### config.mk
export PLATFORM = sky130hd
export DESIGN_NAME = acbq_ctrl
export DESIGN_NICKNAME = d
export VERILOG_FILES = /design/src/hdl/acbq_pkg.sv /design/src/hdl/acbq_ctrl.sv
export VERILOG_INCLUDE_DIRS = /design/src /design/src/hdl
export SDC_FILE = /design/constraint.sdc
export NUM_CORES = 1
export LEC_CHECK = 0
export ABC_AREA = 1
export BUFFER_PORTS_ARGS = -buffer_cell sky130_fd_sc_hd__clkbuf_2
export CAP_MARGIN = 20
export CORE_MARGIN = 2
export CORE_UTILIZATION = 35
export DETAILED_ROUTE_END_ITERATION = 7
export RECOVER_POWER = 50
export SLEW_MARGIN = 40
export SYNTH_ARGS = -nofsm -noshare
export SYNTH_HDL_FRONTEND = slang
export SYNTH_SLANG_ARGS = --single-unit
### constraint.sdc
create_clock -name clk -period 1.5 [get_ports clk]
set_input_delay 0.375 -clock clk [delete_from_list [all_inputs] [get_ports clk]]
set_output_delay 0.375 -clock clk [all_outputs]
set_load 0.02 [all_outputs]
### src/hdl/alpha_coverage_box_query_macros.svh
// Assertion macros used by the alpha coverage box query controller.
`ifndef ALPHA_COVERAGE_BOX_QUERY_MACROS_SVH
`define ALPHA_COVERAGE_BOX_QUERY_MACROS_SVH

// Same-cycle implication, disabled while reset is asserted.
`define ACBQ_ASSERT_SAME(label, clk, rst_n, ante, cons, msg) \
	label: assert property (@(posedge clk) disable iff (!rst_n) (ante) |-> (cons)) \
		else $error(msg);

// Next-cycle implication, disabled while reset is asserted.
`define ACBQ_ASSERT_NEXT(label, clk, rst_n, ante, cons, msg) \
	label: assert property (@(posedge clk) disable iff (!rst_n) (ante) |=> (cons)) \
		else $error(msg);

`endif

### src/hdl/acbq_pkg.sv
// Package: shared types, codes and widths of the alpha coverage box query.
`default_nettype none

package acbq_pkg;

	localparam int CMD_W     = 2;
	localparam int PIX_W     = 8;
	localparam int COORD_W   = 18;
	localparam int DIM_W     = 9;
	localparam int SUM_W     = 17;
	localparam int CFG_IDX_W = 1;
	localparam int PAD_LOW   = 1;
	localparam int PAD_HIGH  = 3;

	typedef enum logic [CMD_W-1:0] {
		CMD_CLEAR = 2'd0,
		CMD_LOAD  = 2'd1,
		CMD_QUERY = 2'd2
	} cmd_t;

	localparam logic [CFG_IDX_W-1:0] REG_MASK_WIDTH  = 1'b0;
	localparam logic [CFG_IDX_W-1:0] REG_MASK_HEIGHT = 1'b1;

	// Corner read order; the first two add, the last two subtract.
	localparam logic [1:0] CORNER_Y1_X1 = 2'd0;
	localparam logic [1:0] CORNER_Y0_X0 = 2'd1;
	localparam logic [1:0] CORNER_Y0_X1 = 2'd2;
	localparam logic [1:0] CORNER_Y1_X0 = 2'd3;

	typedef enum logic [2:0] {
		ST_IDLE,
		ST_LD_RD,
		ST_LD_WR,
		ST_Q_CVT,
		ST_Q_BND,
		ST_Q_RD,
		ST_Q_WAIT,
		ST_RESULT
	} state_t;

	typedef struct packed {
		logic       item_take;
		logic       restart;
		logic       ld_rd;
		logic       ld_wr;
		logic       cvt_en;
		logic [1:0] cvt_idx;
		logic       bnd_en;
		logic       rd_en;
		logic [1:0] rd_corner;
		logic       out_load;
	} ctl_cmd_t;

	typedef struct packed {
		logic load_ok;
		logic mask_complete;
	} ctl_sts_t;

endpackage

`default_nettype wire

### src/hdl/acbq_ctrl.sv
// Controller: sequencing FSM and output valid for the box query block.
`default_nettype none

`include "alpha_coverage_box_query_macros.svh"

module acbq_ctrl (
	input  logic                           clk,
	input  logic                           arst_n,
	input  logic                           item_valid,
	output logic                           item_stall,
	input  logic [acbq_pkg::CMD_W-1:0]     command,
	input  logic                           coords_not_finite,
	output logic                           result_valid,
	input  logic                           result_stall,
	input  acbq_pkg::ctl_sts_t             sts,
	output acbq_pkg::ctl_cmd_t             cmd_o
);
	import acbq_pkg::*;

	state_t     state_q;
	state_t     state_nxt;
	logic [1:0] cnt_q;
	logic       result_valid_q;
	logic       accept;
	logic       out_free;

	assign item_stall = (state_q != ST_IDLE);
	assign accept     = item_valid && !item_stall;
	assign out_free   = !(result_valid_q && result_stall);

	// next state
	always_comb begin
		state_nxt = state_q;
		case (state_q)
			ST_IDLE: begin
				if (accept) begin
					case (command)
						CMD_LOAD: begin
							state_nxt = sts.load_ok ? ST_LD_RD : ST_IDLE;
						end
						CMD_QUERY: begin
							state_nxt = (coords_not_finite || !sts.mask_complete) ?
								ST_RESULT : ST_Q_CVT;
						end
						default: begin
							state_nxt = ST_IDLE;
						end
					endcase
				end
			end
			ST_LD_RD:  state_nxt = ST_LD_WR;
			ST_LD_WR:  state_nxt = ST_IDLE;
			ST_Q_CVT:  state_nxt = (cnt_q == 2'd3) ? ST_Q_BND : ST_Q_CVT;
			ST_Q_BND:  state_nxt = ST_Q_RD;
			ST_Q_RD:   state_nxt = (cnt_q == 2'd3) ? ST_Q_WAIT : ST_Q_RD;
			ST_Q_WAIT: state_nxt = ST_RESULT;
			ST_RESULT: state_nxt = out_free ? ST_IDLE : ST_RESULT;
			default:   state_nxt = ST_IDLE;
		endcase
	end

	// outputs
	always_comb begin
		cmd_o           = '0;
		cmd_o.item_take = accept;
		cmd_o.restart   = accept && (command == CMD_CLEAR);
		cmd_o.cvt_idx   = cnt_q;
		cmd_o.rd_corner = cnt_q;
		case (state_q)
			ST_LD_RD:  cmd_o.ld_rd    = 1'b1;
			ST_LD_WR:  cmd_o.ld_wr    = 1'b1;
			ST_Q_CVT:  cmd_o.cvt_en   = 1'b1;
			ST_Q_BND:  cmd_o.bnd_en   = 1'b1;
			ST_Q_RD:   cmd_o.rd_en    = 1'b1;
			ST_RESULT: cmd_o.out_load = out_free;
			default: begin
			end
		endcase
	end

	always_ff @(posedge clk or negedge arst_n) begin
		if (!arst_n) begin
			state_q        <= ST_IDLE;
			cnt_q          <= '0;
			result_valid_q <= 1'b0;
		end else begin
			state_q <= state_nxt;
			if (state_q == ST_Q_CVT || state_q == ST_Q_RD) begin
				cnt_q <= cnt_q + 2'd1;
			end else begin
				cnt_q <= '0;
			end
			if (cmd_o.out_load) begin
				result_valid_q <= 1'b1;
			end else if (result_valid_q && !result_stall) begin
				result_valid_q <= 1'b0;
			end
		end
	end

	assign result_valid = result_valid_q;

	`ACBQ_ASSERT_SAME(a_no_overwrite, clk, arst_n, cmd_o.out_load, !(result_valid_q && result_stall), "result overwritten while stalled")
	`ACBQ_ASSERT_NEXT(a_forced_query, clk, arst_n, accept && (command == CMD_QUERY) && (coords_not_finite || !sts.mask_complete), state_q == ST_RESULT, "forced query did not answer at once")
	`ACBQ_ASSERT_NEXT(a_skip_load, clk, arst_n, accept && (command == CMD_LOAD) && !sts.load_ok, state_q == ST_IDLE, "ignored load touched the table")
	`ACBQ_ASSERT_NEXT(a_rd_done, clk, arst_n, (state_q == ST_Q_RD) && (cnt_q == 2'd3), state_q == ST_Q_WAIT, "corner reads overran")

endmodule

`default_nettype wire

## Word-level counts from Yosys, hierarchy flattened

Cells that the tools add are included.

- Muxes and demuxes: 17
- Add/sub/neg operators: 1
- Reductions and logical operators: 14
- Equality and inequality tests: 11

Operators with widths:

| kind | count |
|---|---|
| 3-bit case mux with 8 select lines | 1 |
| 3-bit equality test (second input constant) | 4 |
| 3-bit 2-to-1 mux | 4 |
| 1-bit 2-to-1 mux | 9 |
| 3-bit by 2-bit equality test with 1-bit output (second input constant) | 2 |
| 3-bit case mux with 2 select lines | 1 |
| 2-bit equality test (second input constant) | 2 |
| 1-bit logical AND | 4 |
| 1-bit logical NOT | 4 |
| 2-bit 2-to-1 mux | 2 |
| 3-bit by 1-bit equality test with 1-bit output (second input constant) | 1 |
| 3-bit logical NOT | 1 |
| 3-bit nonzero test | 1 |
| 2-bit by 1-bit adder with 2-bit output (second input constant) | 1 |
| 2-bit by 1-bit equality test with 1-bit output (second input constant) | 1 |
| 2-bit logical NOT | 1 |
| 1-bit logical OR | 2 |
| 2-bit inequality test (second input constant) | 1 |
| 2-bit nonzero test | 1 |

- Bits in registers: 6
- Word-level logic and storage cells: 46
- Input bits: 9

## Depth between registers and ports, before layout

Gate-level depths: netlist of run 1.

- Word-level depth: 6
- Mapped depth: 7
- Gate-level depth less buffers: 6

## Worst setup path after synthesis of run 1

No wires, ideal clock.

- Path kind: reg2out
- Start: reg state_q[2]
- End: out cmd_o[10] (netlist bit)
- Arrival: 1.300 ns
- Buffers on the path: 1
- Data required time: 1.125 ns
- Cell stages (with the launch flop): 5
- Path slack: -0.175 ns
- Cell sequence: dfrtp_1 buf_6 nor2_2 nand2_2 nor3b_1

RTL lines:

| item | RTL line | text |
|---|---|---|
| start, declared | acbq_ctrl.sv:20 | `state_t state_q;` |
| start signal, assigned | acbq_ctrl.sv:87 | `state_q <= state_nxt;` |
| end, declared | acbq_ctrl.sv:16 | `output acbq_pkg::ctl_cmd_t cmd_o` |

==> results of run 1 <==
[cell type report]
class / count / area, um2
clock buffers: 3 / 22.5
fillers: 113 / 489
flip-flops and latches: 6 / 154
multi-input cells: 41 / 290
well taps: 15 / 18.8
repair buffers: 33 / 260
inverters: 12 / 50.0
[cells in the mapped netlist (all sizes together)]
library cell,number
a21boi,1
a21oi,3
buf,4
dfrtp,6
ha,5
inv,12
nand2,15
nand3,2
nand4,2
nor2,7
nor3,2
nor3b,1
o21ai,3
[sequential cells by signal (all words and copies together), names as in the netlist]
name	flops
cnt_q	2
result_valid	1
state_q	3
[worst max path at each step]
stage | from | endpoint | depth (start not counted)
global route | state_q[0]$_DFFE_PN0P_ | cmd_o[8] | 3
finish | state_q[0]$_DFFE_PN0P_ | cmd_o[8] | 3
CTS | state_q[2]$_DFFE_PN0P_ | cmd_o[10] | 4
detailed placement | state_q[0]$_DFFE_PN0P_ | cmd_o[10] | 4
floorplan | state_q[2]$_DFFE_PN0P_ | cmd_o[10] | 4
global placement | state_q[0]$_DFFE_PN0P_ | cmd_o[10] | 4
[routing by layer]
metal | GRT usage (%) | vias up
met2 | 31.3 | 16
met3 | 6.52 | 5
met1 | 17.8 | 219
met4 | 15.0 | 0
met5 | 0 | -
li1 | - | 261
[cell families (layout without fill, tap and decap cells)]
family          count (synthesis)  count (layout)
simple gates                   29              29
compound gates                  7               7
buf+inv                        16              48
fa+ha+maj                       5               5
flops                           6               6
[critical path: stages, from the launching register on]
cell and delay (ps):
dfrtp_2 440, buf_4 160, nor3_1 210, buf_4 180
[repair_timing]
item                                    CTS  global route
endpoints found under the hold margin     6             0
hold buffers                              1             0
resized for setup                        15            24
setup buffers                             4             5
endpoints found under the setup margin    8             8
pin swaps                                 2             5
[power breakdown]
| part | switching, mW | leakage, nW | total [mW] | internal [mW] |
|---|---|---|---|---|
| registers | 0.0850 | 0.0755 | 0.311 | 0.226 |
| clock network | 0.0654 | 0.0138 | 0.156 | 0.0909 |
| logic | 0.511 | 0.351 | 0.967 | 0.456 |
[metrics by stage]
stage	hold slack [ps]	TNS, ps	instance area (um2)	worst slack [ps]
floorplan	79.4	0	482	17.6
global placement	211	0	584	109
detailed placement	214	0	584	90.6
CTS	362	-419	697	-94.2
global route	387	-708	796	-234
finish	360	-343	796	-121
==> run summary, run 1 <==
Final Hold Vio Count = 0
Maximum buffer depth of the clock tree = 2
Remaining design rule violation count = 0
Die area = 1670 um2
Period utilization = 108%
Die outline width = 40.9 um
Level count of the clock H-tree = 1
Worst-path clk slew = 50 ps
Port Buffers = 22
Shortest clock period the worst path allows after layout = 1620 ps
Max Cap Viol = 0
Clock skew after layout = 1.70 ps
Routed met3 length = 60 um
Largest voltage drop on the vdd net = 717 uV
Core Box Area = 1280 um2
Biggest area contributors in the synthesized netlist = dfrtp_1 31%, ha_1 13%, nand2_1 9.4%
Number of nets still failing antenna checks after routing = 0
Total vias in the final route = 501
Data required time at the worst endpoint = 1120 ps
Count of boundary I/O pins = 23
Total congestion overflow = 0
Synth Area in Compound Gates = 7.87%
DP Cell Count = 97
Worst Slack Setup Final = -121 ps
Number of different library cells in the post-synthesis netlist = 18
Arithmetic-cell share of the synthesized area counting full adders, half adders and majority gates = 13.1%
Power density of the placed cells = 1800 nW/um2
Result of the run = finished, violations left
Met2 Routed Length = 642 um
Violated checks = negative setup slack
Final count of negative-setup-slack endpoints = 5
Multiplexer area fraction after synthesis = 0%
Launch point of the worst hold path = result_stall
Critical Path AT = 1250 ps
Reg-to-reg endpoint = state_q[0]$_DFFE_PN0P_
Uppermost metal layer occupied by signal nets = met4
Maximum operating frequency = 617 MHz
Number of global-route vias before repair = 450
Syn Inst Count = 63
Global-route wire length before repair = 1.85 mm
Power consumption = 1.43 mW
Largest net degree at the start of global routing = 7
Overall global routing resource usage = 18.5%
Mapped Avg Cell Area = 7.57 um2
Kind of launch point of the worst setup path = flip-flop
Most common library cell in the layout ignoring fill and taps = clkbuf_2
WL met1 = 435 um
Setup slack, reg-to-reg = 300 ps
Number of diodes = 0
Total of warnings raised by yosys = 0
FF-to-FF path depth = 8
Post-layout nets = 111
Pin slew with the least headroom to its limit = 332 ps
Final max-slew violation count = 0
Number of clock sinks seen by CTS = 6
Startpoint of the lowest-slack register-to-register path = state_q[0]$_DFFE_PN0P_
Wire length per cell after detailed routing = 10.8 um
Post-Layout Cell Count = 110
Vert. Die Dim = 40.9 um
Dominant combinational cell family by area after synthesis = simple AND/OR/NAND/NOR gates
Number of placement rows = 13
TritonCTS clock tree = yes
Initial DRC Count = 4
Unrepaired setup endpoints after global routing = yes
Worst hold stages = 3
Area fraction of the dominant cell type after synthesis = 31.5%
Mean number of vias per cell = 4.55
Effective utilization at floorplan = 37.1%
Layout overhead on the synthesized area = 66.9%
Worst max-slew margin expressed relative to the limit = 77.8%
Number of antenna violations at the first check in global routing = 0
Sequential element share of the synthesized area = 31.5%
Fraction of final layout cells with drive strength greater than 1 = 56.8%
Highest fanout seen on the critical path = 5
Total nets after synthesis = 77
Top library cells by usage in the layout, fill and taps aside = 13 x clkbuf_2, 11 x buf_4, 9 x nand2_1
Fin util = 61.9%
Simple-gate portion of the synthesized area = 31.0%
Placer Congestion = 0.681
Hold-critical path endpoint = result_valid$_DFFE_PN0P_
Post-synthesis xor/xnor area fraction = 0%
Post-detail-place hpwl = 825 um
First-pass detailed-route iteration total = 4
Clock root buffer master = clkbuf_4
Flip-flop and latch count after synthesis = 6
Number of buffers added by the clock tree synthesis step = 3
Worst skew pair latency = 250 ps
Cell accounting for the most synthesized area = dfrtp_1
Critical Setup Path Class = reg2out
Mapped Area = 477 um2
Capturing element type of the critical path = primary output
Leakage power = 0.440 nW
Class of the worst hold path = in2reg
Routed Wire Length = 1.19 mm
No activity file was read; power rests on OpenSTA's default activity.
==> run 2: changes to the inputs <==
- CORE_AREA: not set -> 2 2 39 41
- CORE_MARGIN: 2 -> not set
- CORE_UTILIZATION: 35 -> not set
- DIE_AREA: not set -> 0 0 41 43
==> run 2 against run 1 <==
  * The flow still finishes with violations (negative setup slack)
  * Critical endpoint is now cmd_o[10]
  * Clock power is 5% lower
  * Worst setup slack better by 14 ps
  * Count of clock-buffer cells in the layout did not move
  * Largest power group unchanged
  * Register-to-register slack better by 20 ps
==> run summary, run 2 (same netlist as run 1, synthesis figures left out) <==
Critical Path AT = 1230 ps (-20 ps)
Data required time at the worst endpoint = 1120 ps (about the same)
Global-route wire length before repair = 2.00 mm (+8.2%)
TritonCTS clock tree = yes
Launch point of the worst hold path = result_stall
Pin slew with the least headroom to its limit = 338 ps (+6.10 ps)
Clock root buffer master = clkbuf_4
First-pass detailed-route iteration total = 2 (-2)
Total vias in the final route = 491 (-2.0%)
Maximum buffer depth of the clock tree = 2 (unchanged)
Post-detail-place hpwl = 862 um (+4.4%)
Class of the worst hold path = in2reg
Number of clock sinks seen by CTS = 6 (unchanged)
Number of nets still failing antenna checks after routing = 0 (unchanged)
Effective utilization at floorplan = 34.4% (-2.6 points)
Post-layout nets = 110 (-0.90%)
Initial DRC Count = 4 (unchanged)
Violated checks = negative setup slack
Port Buffers = 22 (unchanged)
Power density of the placed cells = 1790 nW/um2 (-0.76%)
Power consumption = 1.38 mW (-3.7%)
Hold slack final = 402 ps (+41.2 ps)
Number of flip-flops under the largest register name = 3 (unchanged)
Worst Slack Setup Final = -107 ps (+14.2 ps)
Largest Register = state_q
Die area = 1760 um2 (+5.4%)
Number of global-route vias before repair = 443 (-1.6%)
Final count of negative-setup-slack endpoints = 6 (+1)
Capturing element type of the critical path = primary output
Worst max-slew margin expressed relative to the limit = 77.4% (-0.41 points)
Clock skew after layout = 0.190 ps (-1.51 ps)
Result of the run = finished, violations left
Die outline width = 41 um (+0.23%)
Core Box Area = 1380 um2 (+7.7%)
Overall global routing resource usage = 16.8% (-1.7 points)
Period utilization = 107% (-0.95 points)
Shortest clock period the worst path allows after layout = 1610 ps (-14.2 ps)
Number of buffers added by the clock tree synthesis step = 3 (unchanged)
Hold-critical path endpoint = result_valid$_DFFE_PN0P_
Largest voltage drop on the vdd net = 767 uV (+6.9%)
Level count of the clock H-tree = 1 (unchanged)
Startpoint of the lowest-slack register-to-register path = state_q[0]$_DFFE_PN0P_
Count of boundary I/O pins = 23 (unchanged)
Number of antenna violations at the first check in global routing = 0 (unchanged)
Top library cells by usage in the layout, fill and taps aside = 13 x clkbuf_2, 12 x buf_4, 9 x inv_1, 9 x nand2_1
Vert. Die Dim = 43 um (+5.1%)
Kind of launch point of the worst setup path = flip-flop
Worst skew pair latency = 240 ps (about the same)
FF-to-FF path depth = 8 (unchanged)
Maximum operating frequency = 622 MHz (+0.88%)
Number of diodes = 0 (unchanged)
Setup slack, reg-to-reg = 320 ps (+20 ps)
Max Cap Viol = 0 (unchanged)
Final Hold Vio Count = 0 (unchanged)
Met3 capacity usage during global routing = 3.14% (-3.4 points)
Final max-slew violation count = 0 (unchanged)
Highest fanout seen on the critical path = 3 (-2)
Unrepaired setup endpoints after global routing = yes
Remaining design rule violation count = 0 (unchanged)
Global routing met1 resource utilization = 21.9% (+4.1 points)
Placer Congestion = 0.706 (+3.7%)
Leakage power = 0.444 nW (+0.98%)
Routed Wire Length = 1.20 mm (+0.76%)
Reg-to-reg endpoint = state_q[0]$_DFFE_PN0P_
Mean number of vias per cell = 4.46 (-2.0%)
Most common library cell in the layout ignoring fill and taps = clkbuf_2
Global routing's busiest layer = met2
Fraction of final layout cells with drive strength greater than 1 = 53.2% (-3.7 points)
Worst-path clk slew = 50 ps (about the same)
Number of placement rows = 14 (+1)
Wire length per cell after detailed routing = 10.9 um (+0.76%)
Layout overhead on the synthesized area = 61.9%
Total congestion overflow = 0 (unchanged)
Grt met2 use = 26.3% (-5.0 points)
Worst hold stages = 3 (unchanged)
Largest net degree at the start of global routing = 9 (+2)
Critical Setup Path Class = reg2out
[run 2: cell types whose count changed in the layout (fill, tap and decap cells not counted)]
cell / change
dfrtp_2: -2
inv_4: -2
inv_2: +1
nand2_4: +2
buf_4: +1
buf_12: -1
inv_1: +1
dfrtp_1: +2
nand2_2: -2
buf_8: -1
[run 2: repair_timing]
action | in CTS | in global routing
buffers inserted | 3 | 4
hold buffers | 1 | 0
resized for setup | 12 | 23
pin swaps | 0 | 6
endpoints found under the hold margin | 6 | 0
setup endpoints to repair | 8 | 8
[run 2: per-stage QoR]
stage	setup TNS, ps	util [%]	setup WS [ps]	cells	cell area (um2)
floorplan	0	-	17.6	63	482
finish	-301	55.8	-107	110	772
detailed placement	0	42.9	94.9	99	593
CTS	-531	49.6	-91.7	106	687
global route	-639	55.8	-168	110	772
global placement	0	42.9	106	99	593
[run 2: area by class of cell]
type	instances	area [um2]
Clock buffer	3	22.5
Fill cell	132	612
Inverter	12	45.0
Multi-Input combinational cell	41	300
Sequential cell	6	151
Tap cell	16	20.0
Timing Repair Buffer	32	233
[run 2: power by group]
part	leakage [nW]	total, mW	internal (mW)	switching, mW
clock	0.0138	0.148	0.0905	0.0576
sequential	0.0781	0.297	0.221	0.0751
combinational	0.352	0.937	0.419	0.518
[run 2: critical path, stage by stage, from the launching register on]
cell and delay (ps):
dfrtp_1 430, nor2_4 160, nand2_4 80, nor3b_2 160, buf_4 160
[run 2: worst max-delay path by stage]
stage	startpoint	end	slack, ps	cells after the start
after floorplan	state_q[2]$_DFFE_PN0P_	cmd_o[10]	20	4
after global placement	command[0]	cmd_o[10]	110	5
after detailed placement	command[0]	cmd_o[10]	90	5
after CTS	state_q[2]$_DFFE_PN0P_	cmd_o[8]	-90	3
after global routing	state_q[2]$_DFFE_PN0P_	cmd_o[10]	-170	4
final	state_q[2]$_DFFE_PN0P_	cmd_o[10]	-110	4
[run 2: layer usage]
layer  vias to the layer above  wire [um]  share of wire [%]
li1                        255          -                  -
met3                         0         59                4.9
met4                         0          0                  0
met2                        13        660                 55
met1                       223        478                 40
met5                         -          0                  0
